**config.mk**
```make
export PLATFORM = sky130hd
export DESIGN_NAME = square_tone_generator_with_fade
export DESIGN_NICKNAME = d
export VERILOG_FILES = /design/src/hdl/stg_pkg.sv /design/src/hdl/stg_serdiv.sv /design/src/hdl/square_tone_generator_with_fade.sv
export VERILOG_INCLUDE_DIRS = /design/src /design/src/hdl
export SDC_FILE = /design/constraint.sdc
export NUM_CORES = 1
export LEC_CHECK = 0
export ABC_AREA = 1
export BUFFER_PORTS_ARGS = -buffer_cell sky130_fd_sc_hd__buf_2
export CELL_PAD_IN_SITES_DETAIL_PLACEMENT = 0
export CELL_PAD_IN_SITES_GLOBAL_PLACEMENT = 1
export CORE_ASPECT_RATIO = 0.5
export CORE_MARGIN = 2
export CORE_UTILIZATION = 46
export CTS_CLUSTER_DIAMETER = 50
export DETAILED_ROUTE_END_ITERATION = 6
export GPL_TIMING_DRIVEN = 0
export PLACE_DENSITY = 0.84
export SKIP_LAST_GASP = 1
export SLEW_MARGIN = 20
export SYNTH_ARGS = -nofsm -noshare
export SYNTH_HDL_FRONTEND = slang
export SYNTH_HIERARCHICAL = 1
export SYNTH_SLANG_ARGS = --single-unit
```
**constraint.sdc**
```tcl
create_clock -name clk -period 3.91 [get_ports clk]
set_clock_uncertainty 0.05 [all_clocks]
set_input_delay 0.391 -clock clk [delete_from_list [all_inputs] [get_ports clk]]
set_output_delay 0.391 -clock clk [all_outputs]
set_load 0.1 [all_outputs]
```
**src/hdl/square_tone_generator_with_fade_defines.svh**
```systemverilog
// Assertion macros shared by the tone generator RTL.
`ifndef SQUARE_TONE_GENERATOR_WITH_FADE_DEFINES_SVH
`define SQUARE_TONE_GENERATOR_WITH_FADE_DEFINES_SVH
`ifndef SYNTHESIS
`define STG_ASSERT_SAME(label, ante, cons) \
  label: assert property (@(posedge clk) disable iff (!rst_n) (ante) |-> (cons)) \
    else $error("stg: assertion failed");
`define STG_ASSERT_NEXT(label, ante, cons) \
  label: assert property (@(posedge clk) disable iff (!rst_n) (ante) |=> (cons)) \
    else $error("stg: assertion failed");
`else
`define STG_ASSERT_SAME(label, ante, cons)
`define STG_ASSERT_NEXT(label, ante, cons)
`endif
`endif

```
**src/hdl/stg_pkg.sv**
```systemverilog
package stg_pkg;

  localparam int CMD_W      = 2;
  localparam int FREQ_W     = 12;
  localparam int LEVEL_W    = 8;
  localparam int PV_W       = 16;
  localparam int DIV_W      = 16;
  localparam int DSR_W      = 12;
  localparam int DIV_CNT_W  = 4;
  localparam int LIMIT_W    = 9;
  localparam int OCT_W      = 3;
  localparam int CFG_IDX_W  = 1;
  localparam int CFG_DATA_W = 3;

  localparam int PERIOD_AT_RESET = 500;

  localparam logic [DIV_W-1:0]   TIME_BASE  = 16'h8000;
  localparam logic [LEVEL_W-1:0] LEVEL_HIGH = 8'hFF;
  localparam logic [LEVEL_W-1:0] LEVEL_LOW  = 8'h00;
  localparam logic [OCT_W-1:0]   OCTAVE_RST = 3'd3;

  localparam logic [DSR_W-1:0] DROOP_DIV_LOW  = 12'd10;
  localparam logic [DSR_W-1:0] DROOP_DIV_MID  = 12'd15;
  localparam logic [DSR_W-1:0] DROOP_DIV_HIGH = 12'd25;

  localparam logic [CMD_W-1:0] CMD_TICK  = 2'd0;
  localparam logic [CMD_W-1:0] CMD_START = 2'd1;
  localparam logic [CMD_W-1:0] CMD_FADE  = 2'd2;
  localparam logic [CMD_W-1:0] CMD_STOP  = 2'd3;

  localparam logic [CFG_IDX_W-1:0] CFG_FADE_ENABLE = 1'd0;
  localparam logic [CFG_IDX_W-1:0] CFG_OCTAVE      = 1'd1;

  typedef struct packed {
    logic             start;
    logic [DIV_W-1:0] dividend;
    logic [DSR_W-1:0] divisor;
  } div_req_t;

  typedef struct packed {
    logic             done;
    logic [DIV_W-1:0] quotient;
  } div_rsp_t;

endpackage

```
**src/hdl/stg_serdiv.sv**
```systemverilog
module stg_serdiv (
  input  logic              clk,
  input  logic              rst_n,
  input  stg_pkg::div_req_t req,
  output stg_pkg::div_rsp_t rsp
);

  localparam logic [stg_pkg::DIV_CNT_W-1:0] LAST_STEP =
    stg_pkg::DIV_CNT_W'(stg_pkg::DIV_W - 1);

  logic                           busy_r;
  logic                           busy_nxt;
  logic                           done_r;
  logic                           done_nxt;
  logic [stg_pkg::DIV_CNT_W-1:0]  cnt_r;
  logic [stg_pkg::DIV_CNT_W-1:0]  cnt_nxt;
  logic [stg_pkg::DIV_W-1:0]      dq_r;
  logic [stg_pkg::DIV_W-1:0]      dq_nxt;
  logic [stg_pkg::DSR_W-1:0]      rem_r;
  logic [stg_pkg::DSR_W-1:0]      rem_nxt;
  logic [stg_pkg::DSR_W-1:0]      dsr_r;
  logic [stg_pkg::DSR_W-1:0]      dsr_nxt;
  logic [stg_pkg::DSR_W:0]        rem_sh;
  logic [stg_pkg::DSR_W+1:0]      diff;
  logic                           fits;

  // One quotient bit per cycle, most significant first.
  assign rem_sh = {rem_r, dq_r[stg_pkg::DIV_W-1]};
  assign diff   = {1'b0, rem_sh} - {2'b00, dsr_r};
  assign fits   = !diff[stg_pkg::DSR_W+1];

  always_comb begin
    busy_nxt = busy_r;
    done_nxt = 1'b0;
    cnt_nxt  = cnt_r;
    dq_nxt   = dq_r;
    rem_nxt  = rem_r;
    dsr_nxt  = dsr_r;
    if (req.start) begin
      busy_nxt = 1'b1;
      cnt_nxt  = '0;
      dq_nxt   = req.dividend;
      rem_nxt  = '0;
      dsr_nxt  = req.divisor;
    end else if (busy_r) begin
      rem_nxt = fits ? diff[stg_pkg::DSR_W-1:0] : rem_sh[stg_pkg::DSR_W-1:0];
      dq_nxt  = {dq_r[stg_pkg::DIV_W-2:0], fits};
      cnt_nxt = cnt_r + 1'b1;
      if (cnt_r == LAST_STEP) begin
        busy_nxt = 1'b0;
        done_nxt = 1'b1;
      end
    end
  end

  always_ff @(posedge clk) begin
    if (!rst_n) begin
      busy_r <= 1'b0;
      done_r <= 1'b0;
      cnt_r  <= '0;
    end else begin
      busy_r <= busy_nxt;
      done_r <= done_nxt;
      cnt_r  <= cnt_nxt;
    end
    dq_r  <= dq_nxt;
    rem_r <= rem_nxt;
    dsr_r <= dsr_nxt;
  end

  assign rsp.done     = done_r;
  assign rsp.quotient = dq_r;

endmodule

```
**src/hdl/square_tone_generator_with_fade.sv**
```systemverilog
// Channel   Handshake                Beat contents
// in        in_valid / in_ready      in_command, in_note_frequency
// out       out_valid / out_ready    out_dac_level, out_toggled, out_period_value
// cfg       cfg_valid / cfg_ready    cfg_index, cfg_data
//
// Tick, fade and stop beats update the state, then load the result in ST_EMIT. A start beat
// with a nonzero frequency runs the bit-serial divider in ST_DIVP for the half period and in
// ST_DIVL for the droop limit, the second pass only when fading is on and the octave is 1 to 5.
// The input is taken while a finished result waits in the output register; the next result
// then waits until that beat leaves. Reset is synchronous and active low; cfg is always ready.
`include "square_tone_generator_with_fade_defines.svh"

module square_tone_generator_with_fade #(
  parameter int COUNTER_WIDTH = 16
) (
  input  logic                              clk,
  input  logic                              rst_n,
  input  logic                              in_valid,
  output logic                              in_ready,
  input  logic [stg_pkg::CMD_W-1:0]         in_command,
  input  logic [stg_pkg::FREQ_W-1:0]        in_note_frequency,
  output logic                              out_valid,
  input  logic                              out_ready,
  output logic [stg_pkg::LEVEL_W-1:0]       out_dac_level,
  output logic                              out_toggled,
  output logic [stg_pkg::PV_W-1:0]          out_period_value,
  input  logic                              cfg_valid,
  output logic                              cfg_ready,
  input  logic [stg_pkg::CFG_IDX_W-1:0]     cfg_index,
  input  logic [stg_pkg::CFG_DATA_W-1:0]    cfg_data
);

  localparam int CW = COUNTER_WIDTH;
  localparam logic [CW-1:0] PERIOD_RST = CW'(stg_pkg::PERIOD_AT_RESET);

  localparam logic [1:0] ST_IDLE = 2'd0;
  localparam logic [1:0] ST_DIVP = 2'd1;
  localparam logic [1:0] ST_DIVL = 2'd2;
  localparam logic [1:0] ST_EMIT = 2'd3;

  logic [1:0]                      state_r, state_nxt;
  logic                            fade_enable_r, fade_enable_nxt;
  logic [stg_pkg::OCT_W-1:0]       octave_r, octave_nxt;
  logic [CW-1:0]                   tick_count_r, tick_count_nxt;
  logic [CW-1:0]                   compare_period_r, compare_period_nxt;
  logic [CW-1:0]                   reload_period_r, reload_period_nxt;
  logic                            next_high_r, next_high_nxt;
  logic [stg_pkg::LEVEL_W-1:0]     level_out_r, level_out_nxt;
  logic                            playing_r, playing_nxt;
  logic                            sustain_r, sustain_nxt;
  logic [stg_pkg::LIMIT_W-1:0]     droop_count_r, droop_count_nxt;
  logic [stg_pkg::LIMIT_W-1:0]     droop_limit_r, droop_limit_nxt;
  logic [stg_pkg::FREQ_W-1:0]      freq_r, freq_nxt;
  logic                            toggled_r, toggled_nxt;
  logic                            out_valid_r, out_valid_nxt;
  logic [stg_pkg::LEVEL_W-1:0]     out_level_r, out_level_nxt;
  logic                            out_toggled_r, out_toggled_nxt;
  logic [stg_pkg::PV_W-1:0]        out_period_r, out_period_nxt;

  logic [stg_pkg::LIMIT_W-1:0]     droop_inc;
  logic [31:0]                     half_period;
  logic [31:0]                     period_ext;
  stg_pkg::div_req_t               div_req;
  stg_pkg::div_rsp_t               div_rsp;

  stg_serdiv u_div (
    .clk   (clk),
    .rst_n (rst_n),
    .req   (div_req),
    .rsp   (div_rsp)
  );

  assign droop_inc   = droop_count_r + 1'b1;
  assign half_period = 32'(div_rsp.quotient[stg_pkg::DIV_W-1:1]);
  assign period_ext  = 32'(compare_period_r);

  always_comb begin
    state_nxt          = state_r;
    fade_enable_nxt    = fade_enable_r;
    octave_nxt         = octave_r;
    tick_count_nxt     = tick_count_r;
    compare_period_nxt = compare_period_r;
    reload_period_nxt  = reload_period_r;
    next_high_nxt      = next_high_r;
    level_out_nxt      = level_out_r;
    playing_nxt        = playing_r;
    sustain_nxt        = sustain_r;
    droop_count_nxt    = droop_count_r;
    droop_limit_nxt    = droop_limit_r;
    freq_nxt           = freq_r;
    toggled_nxt        = toggled_r;
    out_valid_nxt      = out_valid_r;
    out_level_nxt      = out_level_r;
    out_toggled_nxt    = out_toggled_r;
    out_period_nxt     = out_period_r;
    div_req.start      = 1'b0;
    div_req.dividend   = stg_pkg::TIME_BASE;
    div_req.divisor    = in_note_frequency;

    if (cfg_valid) begin
      case (cfg_index)
        stg_pkg::CFG_FADE_ENABLE: fade_enable_nxt = cfg_data[0];
        stg_pkg::CFG_OCTAVE:      octave_nxt      = cfg_data;
        default: ;
      endcase
    end

    if (out_valid_r && out_ready) begin
      out_valid_nxt = 1'b0;
    end

    case (state_r)
      ST_IDLE: begin
        if (in_valid) begin
          freq_nxt    = in_note_frequency;
          toggled_nxt = 1'b0;
          state_nxt   = ST_EMIT;
          case (in_command)
            stg_pkg::CMD_TICK: begin
              if (tick_count_r >= compare_period_r) begin
                tick_count_nxt = '0;
                if (playing_r) begin
                  toggled_nxt   = 1'b1;
                  level_out_nxt = next_high_r ? stg_pkg::LEVEL_HIGH : stg_pkg::LEVEL_LOW;
                  next_high_nxt = !next_high_r;
                  if (sustain_r) begin
                    compare_period_nxt = reload_period_r;
                  end else if (droop_inc >= droop_limit_r) begin
                    compare_period_nxt = compare_period_r + 1'b1;
                    droop_count_nxt    = '0;
                  end else begin
                    droop_count_nxt = droop_inc;
                  end
                end
              end else begin
                tick_count_nxt = tick_count_r + 1'b1;
              end
            end
            stg_pkg::CMD_START: begin
              if (in_note_frequency != '0) begin
                div_req.start = 1'b1;
                state_nxt     = ST_DIVP;
              end
            end
            stg_pkg::CMD_FADE: begin
              if (fade_enable_r) begin
                sustain_nxt = 1'b0;
              end
            end
            default: playing_nxt = 1'b0;
          endcase
        end
      end
      ST_DIVP: begin
        if (div_rsp.done) begin
          reload_period_nxt  = half_period[CW-1:0];
          compare_period_nxt = half_period[CW-1:0];
          playing_nxt        = 1'b1;
          sustain_nxt        = 1'b1;
          state_nxt          = ST_EMIT;
          div_req.dividend   = stg_pkg::DIV_W'(freq_r);
          if (fade_enable_r) begin
            droop_count_nxt = '0;
            case (octave_r) inside
              [3'd1:3'd3]: begin
                div_req.start   = 1'b1;
                div_req.divisor = stg_pkg::DROOP_DIV_LOW;
                state_nxt       = ST_DIVL;
              end
              3'd4: begin
                div_req.start   = 1'b1;
                div_req.divisor = stg_pkg::DROOP_DIV_MID;
                state_nxt       = ST_DIVL;
              end
              3'd5: begin
                div_req.start   = 1'b1;
                div_req.divisor = stg_pkg::DROOP_DIV_HIGH;
                state_nxt       = ST_DIVL;
              end
              default: ;
            endcase
          end
        end
      end
      ST_DIVL: begin
        if (div_rsp.done) begin
          droop_limit_nxt = div_rsp.quotient[stg_pkg::LIMIT_W-1:0];
          state_nxt       = ST_EMIT;
        end
      end
      ST_EMIT: begin
        if (!out_valid_r || out_ready) begin
          out_valid_nxt   = 1'b1;
          out_level_nxt   = level_out_r;
          out_toggled_nxt = toggled_r;
          out_period_nxt  = period_ext[stg_pkg::PV_W-1:0];
          state_nxt       = ST_IDLE;
        end
      end
      default: state_nxt = ST_IDLE;
    endcase
  end

  always_ff @(posedge clk) begin
    if (!rst_n) begin
      state_r          <= ST_IDLE;
      fade_enable_r    <= 1'b0;
      octave_r         <= stg_pkg::OCTAVE_RST;
      tick_count_r     <= '0;
      compare_period_r <= PERIOD_RST;
      reload_period_r  <= PERIOD_RST;
      next_high_r      <= 1'b1;
      level_out_r      <= stg_pkg::LEVEL_LOW;
      playing_r        <= 1'b0;
      sustain_r        <= 1'b0;
      droop_count_r    <= '0;
      droop_limit_r    <= '0;
      out_valid_r      <= 1'b0;
    end else begin
      state_r          <= state_nxt;
      fade_enable_r    <= fade_enable_nxt;
      octave_r         <= octave_nxt;
      tick_count_r     <= tick_count_nxt;
      compare_period_r <= compare_period_nxt;
      reload_period_r  <= reload_period_nxt;
      next_high_r      <= next_high_nxt;
      level_out_r      <= level_out_nxt;
      playing_r        <= playing_nxt;
      sustain_r        <= sustain_nxt;
      droop_count_r    <= droop_count_nxt;
      droop_limit_r    <= droop_limit_nxt;
      out_valid_r      <= out_valid_nxt;
    end
    freq_r        <= freq_nxt;
    toggled_r     <= toggled_nxt;
    out_level_r   <= out_level_nxt;
    out_toggled_r <= out_toggled_nxt;
    out_period_r  <= out_period_nxt;
  end

  assign in_ready         = (state_r == ST_IDLE);
  assign cfg_ready        = 1'b1;
  assign out_valid        = out_valid_r;
  assign out_dac_level    = out_level_r;
  assign out_toggled      = out_toggled_r;
  assign out_period_value = out_period_r;

  `STG_ASSERT_NEXT(a_accept_busy, in_valid && in_ready, !in_ready)
  `STG_ASSERT_SAME(a_div_done_state, div_rsp.done, state_r == ST_DIVP || state_r == ST_DIVL)
  `STG_ASSERT_SAME(a_droop_bound, 1'b1, droop_count_r <= droop_limit_r)

endmodule
```
==> key figures <==
Status
  – Run status: completed

STA
  – Unrepaired setup endpoints after global routing: true
  – Max-Slew Margin vs Limit: 0.398
  – Final period util: 0.926
  – Final setup fails: 0
  – Slew Viols, Final: 0
  – Worst-margin pin slew: 902 ps
  – Final worst path period need: 3620 ps
  – Final Worst Setup Slack: 290 ps
  – Max Freq: 0.276 GHz
  – Hold Vio Cnt, Final: 0

CTS
  – CTS H-Tree Depth: 4
  – # Post-CTS Setup Buffers: 0
  – Reg clk slew, reported paths: 60 ps
  – Clk sinks: 153
  – Max Root-Sink Buffers: 2
  – TritonCTS clock tree: built
  – TritonCTS Buffers: 17
  – Clk_lat worst skew: 440 ps
  – Post-CTS Hold Fix Bufs: 0
  – Root Driver: clkbuf_16

Placement
  – HPWL Detailed: 16900 microns
  – GP Congestion: 0.866
  – Port Buffers: 49
  – Pre-CTS WS: -43.1 ps

Critical path
  – CP Class: reg -> reg
  – R2R Path End: u_div/dq_r[2]$_DFFE_PP_
  – Largest fanout on the critical path: 13
  – R2R depth: 10
  – Setup crit start kind: register
  – Critical Path RT: 3960 ps
  – Worst r2r src: state_r[1]$_SDFFE_PN0P_
  – CP arrival: 3670 ps
  – FF-to-FF setup slack: 290 ps
  – Critical path endpoint category: register

Yosys
  – #FFs+latches synth: 153
  – Top area cells in the synthesized netlist: dfxtp_1 21%, edfxtp_1 20%, nand2_1 13%
  – Most common cell in the netlist: nand2_1
  – Synth Flop Type: dfxtp_1
  – Commonest cells post-synth: 300 x nand2_1, 183 x inv_1, 122 x nor2_1
  – Avg Cell Area, Syn: 7.44 sq um
  – Synth async-reset ratio: 0
  – Fraction of the yosys area taken by sequential cells: 0.413
  – Syn Std Cell Area: 0.00884 sq mm
  – Distinct cells, synth: 49
  – EDFF count, synth: 59
  – Synth warn: 6
  – Top-area cell type share of the netlist area: 0.213
  – Leading area contributor after synthesis: dfxtp_1
  – Syn Inst Count: 1189

Routing
  – Vias per std cell: 4.99
  – DRT Pass-1 Iters: 5
  – Avg WL per Cell: 14.6 microns
  – Via Count: 7648
  – Final WL: 22400 microns
  – Routed Antenna Nets: 0
  – Detailed Route Iter0 Violations: 444
  – DRC: 0

Min path
  – Hold endpoint: octave_r[1]$_SDFFE_PN1P_
  – Worst Hold Depth: 3
  – HP Start: cfg_data[1]
  – Min-delay worst type: in -> reg

Global routing
  – First-pass GRT wire length: 37000 microns
  – Grt total ovfl: 0
  – Antenna violations before repair: 0
  – Vias in the first global route: 7293
  – GRT Util Overall: 0.231
  – Largest net degree at the start of global routing: 17

Die
  – Starting Density: 0.475
  – Die W: 200 microns
  – Die height: 102 microns
  – I/O pins: 51
  – Die ar.: 0.0204 sq mm
  – Rows: 35
  – Core ar.: 0.0186 sq mm

Final layout
  – Antenna fix cells: 0
  – Fillers: 1833
  – Layout cells sized above 1: 0.126
  – Area growth syn-to-layout: 13.9%
  – Fin nets: 1330

Power
  – Pwr dens: 678 mW/mm^2
  – Worst VDD drop: 0.328 mV
  – Lkg Pwr: 4.80 nW
  – Power Total: 0.00683 W

Job
  – Maxcap violations: 0
-- cells by family after synthesis --
logic type      count (synthesis)  share of synthesized area
compound gates                141                     0.0897
other cells                     2                   0.000849
flops                         153                      0.413
fa+ha+maj                      46                     0.0659
xor+xnor                       19                     0.0188
simple gates                  600                      0.304
buf+inv                       228                      0.107
-- cells in the final DEF, fill, tap and decap left out, types with 4 or more instances in the layout --
| master | synthesis | layout |
|---|---|---|
| nand2_1 | 300 | 300 |
| inv_1 | 183 | 182 |
| nor2_1 | 122 | 121 |
| nand3_1 | 94 | 94 |
| dfxtp_1 | 94 | 94 |
| a21oi_1 | 60 | 59 |
| edfxtp_1 | 59 | 59 |
| buf_2 | 5 | 54 |
| o21ai_0 | 47 | 47 |
| ha_1 | 45 | 45 |
| clkbuf_16 | 0 | 20 |
| nand4_1 | 18 | 18 |
| xor2_1 | 17 | 17 |
| clkbuf_1 | 17 | 17 |
| nand3_2 | 13 | 13 |
| nand2_2 | 12 | 12 |
| o211ai_1 | 10 | 10 |
| buf_4 | 10 | 10 |
| nor3_1 | 8 | 8 |
| nor2_4 | 8 | 8 |
| nor2_2 | 4 | 5 |
| nor4_1 | 5 | 5 |
| nand3b_1 | 5 | 5 |
| buf_6 | 4 | 5 |
| inv_2 | 4 | 4 |
| inv_4 | 1 | 4 |
| conb_1 | 2 | 4 |
-- how the worst max path moves through the flow --
stage | start | to | depth (start not counted)
after floorplan | state_r[0]$_SDFFE_PN0P_ | u_div/dq_r[0]$_DFFE_PP_ | 7
after global placement | state_r[1]$_SDFFE_PN0P_ | u_div/dq_r[2]$_DFFE_PP_ | 10
after detailed placement | state_r[1]$_SDFFE_PN0P_ | u_div/dq_r[5]$_DFFE_PP_ | 10
after CTS | state_r[1]$_SDFFE_PN0P_ | u_div/dq_r[2]$_DFFE_PP_ | 10
after global routing | state_r[1]$_SDFFE_PN0P_ | u_div/dq_r[0]$_DFFE_PP_ | 10
final | state_r[1]$_SDFFE_PN0P_ | u_div/dq_r[2]$_DFFE_PP_ | 10
-- routing by layer --
| layer | up-vias | global-route usage | wire (microns) |
|---|---|---|---|
| li1 | 3947 | - | - |
| met1 | 3537 | 0.317 | 11500 |
| met3 | 22 | 0.0430 | 919 |
| met4 | 0 | 0.0660 | 289 |
| met2 | 142 | 0.379 | 9760 |
| met5 | - | 0 | 0 |
-- layout make-up --
class,instances,area (sq um),share of cell area
Multi-Input combinational cell,810,4260,0.423
Clock buffer,23,542,0.0538
Tap cell,259,324,0.0322
Sequential cell,153,3650,0.363
Buffer,38,233,0.0231
Timing Repair Buffer,50,256,0.0255
Clock inverter,8,76.3,0.00758
Timing Repair inverter,1,7.51,0.000745
Inverter,190,719,0.0714
-- critical path, cell delays in order, from the launching register on --
cell        delay [ps]
dfxtp_1            380
inv_1               90
ha_1               240
nand2_1            270
nor2_2             130
nand2_1            110
nand2_1            220
o21bai_2           460
buf_2              280
nor2_2             550
clkinvlp_4         480
-- metrics by stage --
stage / hold WS, ps / instance area [sq um] / TNS (ps) / std cells / util
CTS: 97.0 / 10100 / 0 / 1532 / 0.541
floorplan: 350 / 8850 / 0 / 1191 / -
detailed placement: 362 / 9440 / -680 / 1500 / 0.507
finish: 111 / 10100 / 0 / 1532 / 0.541
global route: 119 / 10100 / -26.9 / 1532 / 0.541
global placement: 360 / 9420 / 0 / 1499 / 0.506
-- state kept, by name, summed over array words and instances (netlist names), 2 cells and up --
| name | count |
|---|---|
| reload_period_r | 15 |
| u_div/rem_r | 12 |
| tick_count_r | 16 |
| droop_count_r | 9 |
| u_div/dq_r | 16 |
| out_period_value | 16 |
| compare_period_r | 16 |
| freq_r | 12 |
| u_div/dsr_r | 12 |
| u_div/cnt_r | 4 |
| state_r | 2 |
| droop_limit_r | 9 |
| octave_r | 3 |
-- what timing repair did --
item                                   CTS  global route
setup endpoints to repair               16            30
resized for setup                        2             1
endpoints found under the hold margin    0             0
cloned                                   1             0
-- report_power, final --
| part | internal (W) | switching, W | total, W |
|---|---|---|---|
| logic | 0.000919 | 0.00201 | 0.00293 |
| registers | 0.00195 | 0.000237 | 0.00218 |
| clock network | 0.00104 | 0.000680 | 0.00172 |
(Power assumes the default switching activity.)
